## config.mk

```make
export PLATFORM = sky130hd
export DESIGN_NAME = debuf_ctrl
export DESIGN_NICKNAME = d
export VERILOG_FILES = /design/src/hdl/debuf_pkg.sv /design/src/hdl/debuf_ctrl.sv
export SDC_FILE = /design/constraint.sdc
export NUM_CORES = 1
export LEC_CHECK = 0
export BUFFER_PORTS_ARGS = -buffer_cell sky130_fd_sc_hd__buf_2
export CORE_UTILIZATION = 49
export DETAILED_ROUTE_END_ITERATION = 7
export GPL_TIMING_DRIVEN = 0
export PLACE_DENSITY = 0.82
export SLEW_MARGIN = 20
export SYNTH_ARGS = -nofsm -noshare
export SYNTH_HDL_FRONTEND = slang
export SYNTH_SLANG_ARGS = --single-unit
```

## constraint.sdc

```tcl
create_clock -name clk -period 4.3 [get_ports clk]
set_input_delay 0.645 -clock clk [delete_from_list [all_inputs] [get_ports clk]]
set_output_delay 0.645 -clock clk [all_outputs]
set_load 0.005 [all_outputs]
```

## src/hdl/debuf_pkg.sv

```systemverilog
package debuf_pkg;

  // Operation codes carried on func.
  localparam logic [2:0] OP_PUSH_END   = 3'd0;
  localparam logic [2:0] OP_PUSH_START = 3'd1;
  localparam logic [2:0] OP_POP_END    = 3'd2;
  localparam logic [2:0] OP_POP_START  = 3'd3;
  localparam logic [2:0] OP_READ       = 3'd4;
  localparam logic [2:0] OP_WRITE      = 3'd5;

  // Status codes returned with every result.
  localparam logic [1:0] ST_OK    = 2'd0;
  localparam logic [1:0] ST_FULL  = 2'd1;
  localparam logic [1:0] ST_EMPTY = 2'd2;
  localparam logic [1:0] ST_RANGE = 2'd3;

  localparam int unsigned FUNC_W   = 3;
  localparam int unsigned DATA_W   = 32;
  localparam int unsigned INDEX_W  = 8;
  localparam int unsigned COUNT_W  = 9;
  localparam int unsigned STATUS_W = 2;

  // Result bookkeeping handed from the controller to the top level.
  typedef struct packed {
    logic                valid;
    logic                take_data;
    logic [STATUS_W-1:0] status;
  } resp_t;

endpackage

```

## src/hdl/debuf_ctrl.sv

```systemverilog
module debuf_ctrl #(
  parameter int unsigned CAPACITY = 256,
  parameter int unsigned PW       = 8,
  parameter int unsigned CW       = 9
) (
  input  logic                           clk,
  input  logic                           rst,
  input  logic                           start,
  output logic                           busy,
  input  logic [debuf_pkg::FUNC_W-1:0]   func,
  input  logic [debuf_pkg::DATA_W-1:0]   value,
  input  logic [debuf_pkg::INDEX_W-1:0]  index,
  output logic                           mem_we,
  output logic [PW-1:0]                  mem_waddr,
  output logic [debuf_pkg::DATA_W-1:0]   mem_wdata,
  output logic                           mem_re,
  output logic [PW-1:0]                  mem_raddr,
  output logic [CW-1:0]                  held,
  output debuf_pkg::resp_t               resp
);
  import debuf_pkg::*;

  localparam int unsigned XW = (CW > INDEX_W) ? CW : INDEX_W;

  logic [PW-1:0] head, head_next;
  logic [CW-1:0] held_next;
  logic          busy_q;
  resp_t         resp_next;

  logic          accept;
  logic          full, empty, in_range;
  logic [CW-1:0] offset;
  logic [CW:0]   sum;
  logic [PW-1:0] phys;
  logic [PW-1:0] head_inc, head_dec;
  logic [XW-1:0] index_x;

  assign accept  = start & ~busy_q;
  assign busy    = busy_q;
  assign full    = (held == CW'(CAPACITY));
  assign empty   = (held == '0);
  assign index_x = XW'(index);
  assign in_range = (index_x < XW'(held));

  assign head_inc = (head == PW'(CAPACITY - 1)) ? '0 : head + PW'(1);
  assign head_dec = (head == '0) ? PW'(CAPACITY - 1) : head - PW'(1);

  // Logical position to physical entry of the ring.
  always_comb begin
    case (func)
      OP_PUSH_END: offset = held;
      OP_POP_END:  offset = held - CW'(1);
      default:     offset = index_x[CW-1:0];
    endcase
    sum = (CW + 1)'(head) + (CW + 1)'(offset);
    if (sum >= (CW + 1)'(CAPACITY)) begin
      sum = sum - (CW + 1)'(CAPACITY);
    end
    phys = sum[PW-1:0];
  end

  always_comb begin
    head_next       = head;
    held_next       = held;
    mem_we          = 1'b0;
    mem_re          = 1'b0;
    mem_waddr       = phys;
    mem_raddr       = phys;
    mem_wdata       = value;
    resp_next.valid     = accept;
    resp_next.take_data = 1'b0;
    resp_next.status    = ST_OK;
    case (func)
      OP_PUSH_END, OP_PUSH_START: begin
        if (full) begin
          resp_next.status = ST_FULL;
        end else begin
          mem_we    = accept;
          held_next = held + CW'(1);
          if (func == OP_PUSH_START) begin
            mem_waddr = head_dec;
            head_next = head_dec;
          end
        end
      end
      OP_POP_END, OP_POP_START: begin
        if (empty) begin
          resp_next.status = ST_EMPTY;
        end else begin
          mem_re              = accept;
          resp_next.take_data = 1'b1;
          held_next           = held - CW'(1);
          if (func == OP_POP_START) begin
            mem_raddr = head;
            head_next = head_inc;
          end
        end
      end
      OP_READ: begin
        if (!in_range) begin
          resp_next.status = ST_RANGE;
        end else begin
          mem_re              = accept;
          resp_next.take_data = 1'b1;
        end
      end
      OP_WRITE: begin
        if (!in_range) begin
          resp_next.status = ST_RANGE;
        end else begin
          mem_we = accept;
        end
      end
      default: begin
      end
    endcase
  end

  always_ff @(posedge clk) begin
    if (rst) begin
      head       <= '0;
      held       <= '0;
      busy_q     <= 1'b1;
      resp.valid <= 1'b0;
    end else begin
      busy_q     <= 1'b0;
      resp.valid <= resp_next.valid;
      if (accept) begin
        head           <= head_next;
        held           <= held_next;
        resp.take_data <= resp_next.take_data;
        resp.status    <= resp_next.status;
      end
    end
  end

endmodule

```

==> results.json <==
{
  "swShare": 0.333,
  "synth_top_area_frac": 0.146,
  "synthAdderAreaFrac": 0.103,
  "fill_cells": 478,
  "min_period_ns": 4.06,
  "io_pins": 110,
  "routabilityCongestion": 0.933,
  "fin_crit_sh": 0.944,
  "synth_compound_area_frac": 0.199,
  "cp_max_fo": 10,
  "initial_core_util": 0.511,
  "r2r_start": "held[1]",
  "setup_violations": 0,
  "fp.dieW_um": 75,
  "grt.busiest_layer": "met2",
  "synth_area_per_cell_um2": 7.29,
  "htree_levels": 1,
  "antennaDiodeCount": 0,
  "worstPathArrival_ns": 3.42,
  "startpoint_type": "input port",
  "drt_wl_total_um": 6980,
  "syn-instance-count": 358,
  "synthTopCellsByCount": "nand2_1, o21ai_0, buf_4",
  "fp-row-count": 26,
  "clk_latency_ns": 0.27,
  "dp_cells": 505,
  "grt_max_degree": 13,
  "grt_util_met2": 0.404,
  "via_per_inst": 5.52,
  "clockBufferDepth": 2,
  "reg2reg_slack_ns": 1.70,
  "seqCellArea_um2": 470,
  "critPathBufInv": 4,
  "slowest_stage": "fa_1",
  "finalSetupTns_ns": 0,
  "synth_edf_count": 3,
  "synthSimpleGateAreaFrac": 0.239,
  "num-nets-final": 506,
  "whs_ns": 0.514,
  "clock_skew_ns": 0.00138,
  "p_comb_frac": 0.416,
  "pwr_density_cell_mw_per_mm2": 204,
  "wl_per_cell_um": 13.7,
  "core_mm2": 0.00511,
  "cts_setup_buffers": 0,
  "p_leak_nw": 1.46,
  "die-area_mm2": 0.00563,
  "critical_path_class": "input port to output port",
  "hold_path_end": "busy",
  "clock-sinks": 22,
  "antenna_found_initial": 0,
  "post-dp-hpwl_um": 5540,
  "ir_drop_uv": 145,
  "cts_made_buffers": 3,
  "synth_flop_cell": "dfxtp_1",
  "drive_above_1_share": 0.304,
  "grt_pass1_wl_um": 10800,
  "ctsRootBufferMaster": "clkbuf_8",
  "setup_ws_ns": 0.240,
  "ys_top_cells_by_area": "dfxtp_1, ha_1, buf_4",
  "clkPwrFrac": 0.238,
  "grt_setup_unrepaired": "no",
  "hold_start": "rst",
  "antenna_left": 0,
  "drt_iter0_drc": 121,
  "port_buffers": 77,
  "grt.total_usage": 0.248,
  "ys_types": 52,
  "r2r_end": "held[2]",
  "cap_violations": 0,
  "hold_viol_final": 0,
  "path_delay_family": "adder cells",
  "outcome": "finished, final reports clean",
  "worstPathCellList": "buf_2, or2_2, clkbuf_1, clkbuf_1, nand2_1, o21ai_0, ha_1, fa_1, a21o_1, a21oi_1, o21ai_0, xor2_1, mux2_2, buf_2",
  "area_growth_pct": 20.5,
  "worstPathRequired_ns": 3.65,
  "stdcell_count": 508,
  "gr-total-overflow": 0,
  "cp-end-kind": "output port",
  "max_clock_freq_ghz": 0.246,
  "gr-usage-met1": 0.348,
  "p_seq_frac": 0.345,
  "multi_input_area_mm2": 0.00176,
  "synth_seq_area_share": 0.180,
  "intPower_w": 0.000428,
  "synth_xor_area_frac": 0.0901,
  "async_reset_ff_frac": 0,
  "switching_power_w": 0.000214,
  "dpl_worst_slack_ns": -0.111,
  "use_met3": 0.0228,
  "slowest_delay_ns": 0.41,
  "holdPathStages": 1,
  "yosys.area.top_type": "dfxtp_1",
  "first_global_vias": 2319,
  "num_vias": 2803,
  "syn_nets": 425,
  "ys_seq_elements": 22,
  "synth_top_family_by_area": "simple AND/OR/NAND/NOR gates",
  "clk_pin_slew_ns": 0.08,
  "cts_tree": "done",
  "worstMarginPinSlew_ns": 0.540,
  "muxShareOfSynthArea": 0.0383,
  "synth_area_mm2": 0.00261,
  "slew_headroom": 0.636,
  "route.detailed.drc": 0,
  "holdCritPathClass": "input port to flip-flop",
  "ff2ff_path_depth": 9,
  "chipHeight_um": 75,
  "final_max_slew_viol_count": 0,
  "dr.pass1.iters": 4,
  "yosys_warnings": 0,
  "critPathLaunch": "func[0]"
}
==> kinds of logic after synthesis <==
group                    count (synthesis)
flip-flops                              22
multiplexers                             9
AND/OR/NAND/NOR                        124
XOR/XNOR                                26
AO/OA/AOI/OAI                           88
buffers and inverters                   68
adder cells (fa/ha/maj)                 21
==> through the flow <==
step           power, W   util  cell area [um^2]
2_1_floorplan  0.000404      -              2610
4_1_cts        0.000638  0.615              3140
3_5_place_dp   0.000490  0.604              3080
5_1_grt        0.000679  0.616              3150
3_3_place_gp   0.000484  0.604              3080
6_report       0.000642  0.616              3150
==> final cells by class <==
type | instances | area share
clock buffers | 4 | 0.0175
well taps | 70 | 0.0278
inverters | 13 | 0.0155
multi-input cells | 268 | 0.559
flip-flops and latches | 22 | 0.150
repair buffers | 77 | 0.123
plain buffers | 54 | 0.108
==> cell usage in the layout, fill, tap and decap left out, drive strengths merged, types with 11 or more instances in the layout <==
cell type and instances:
nor2 28, dfxtp 19, xnor2 22, nor3 11, ha 20, o21ai 35
clkbuf 19, buf 116, a21oi 23, nand2 35
==> power groups by stage <==
stage	Clock [W]	Combinational [W]	Sequential (W)
CTS	0.000152	0.000265	0.000222
global placement	0	0.000258	0.000226
detailed placement	0	0.000263	0.000226
floorplan	0	0.000179	0.000225
finish	0.000153	0.000267	0.000222
global route	0.000160	0.000296	0.000223
==> how the worst max path moves through the flow <==
| stage | endpoint | cells after the start |
|---|---|---|
| 4_1_cts | mem_raddr[7] | 15 |
| 5_1_grt | mem_raddr[6] | 14 |
| 3_5_place_dp | mem_raddr[7] | 15 |
| 6_report | mem_raddr[6] | 14 |
| 3_3_place_gp | mem_raddr[7] | 15 |
| 2_1_floorplan | mem_raddr[7] | 13 |
==> state kept, by name, indices dropped and copies added (netlist names) <==
signal	cells
resp	4
busy	1
held	9
head	8
==> metal layers <==
layer | vias up | wire length [um]
met5 | - | 0
met4 | 0 | 133
met3 | 12 | 617
met2 | 157 | 3180
met1 | 1255 | 3050
li1 | 1379 | -
==> timing repair <==
item,4_1_cts,5_1_grt
setup endpoints to repair,2,1
resized for setup,2,3
hold buffers,0,0
(Power assumes the default switching activity.)
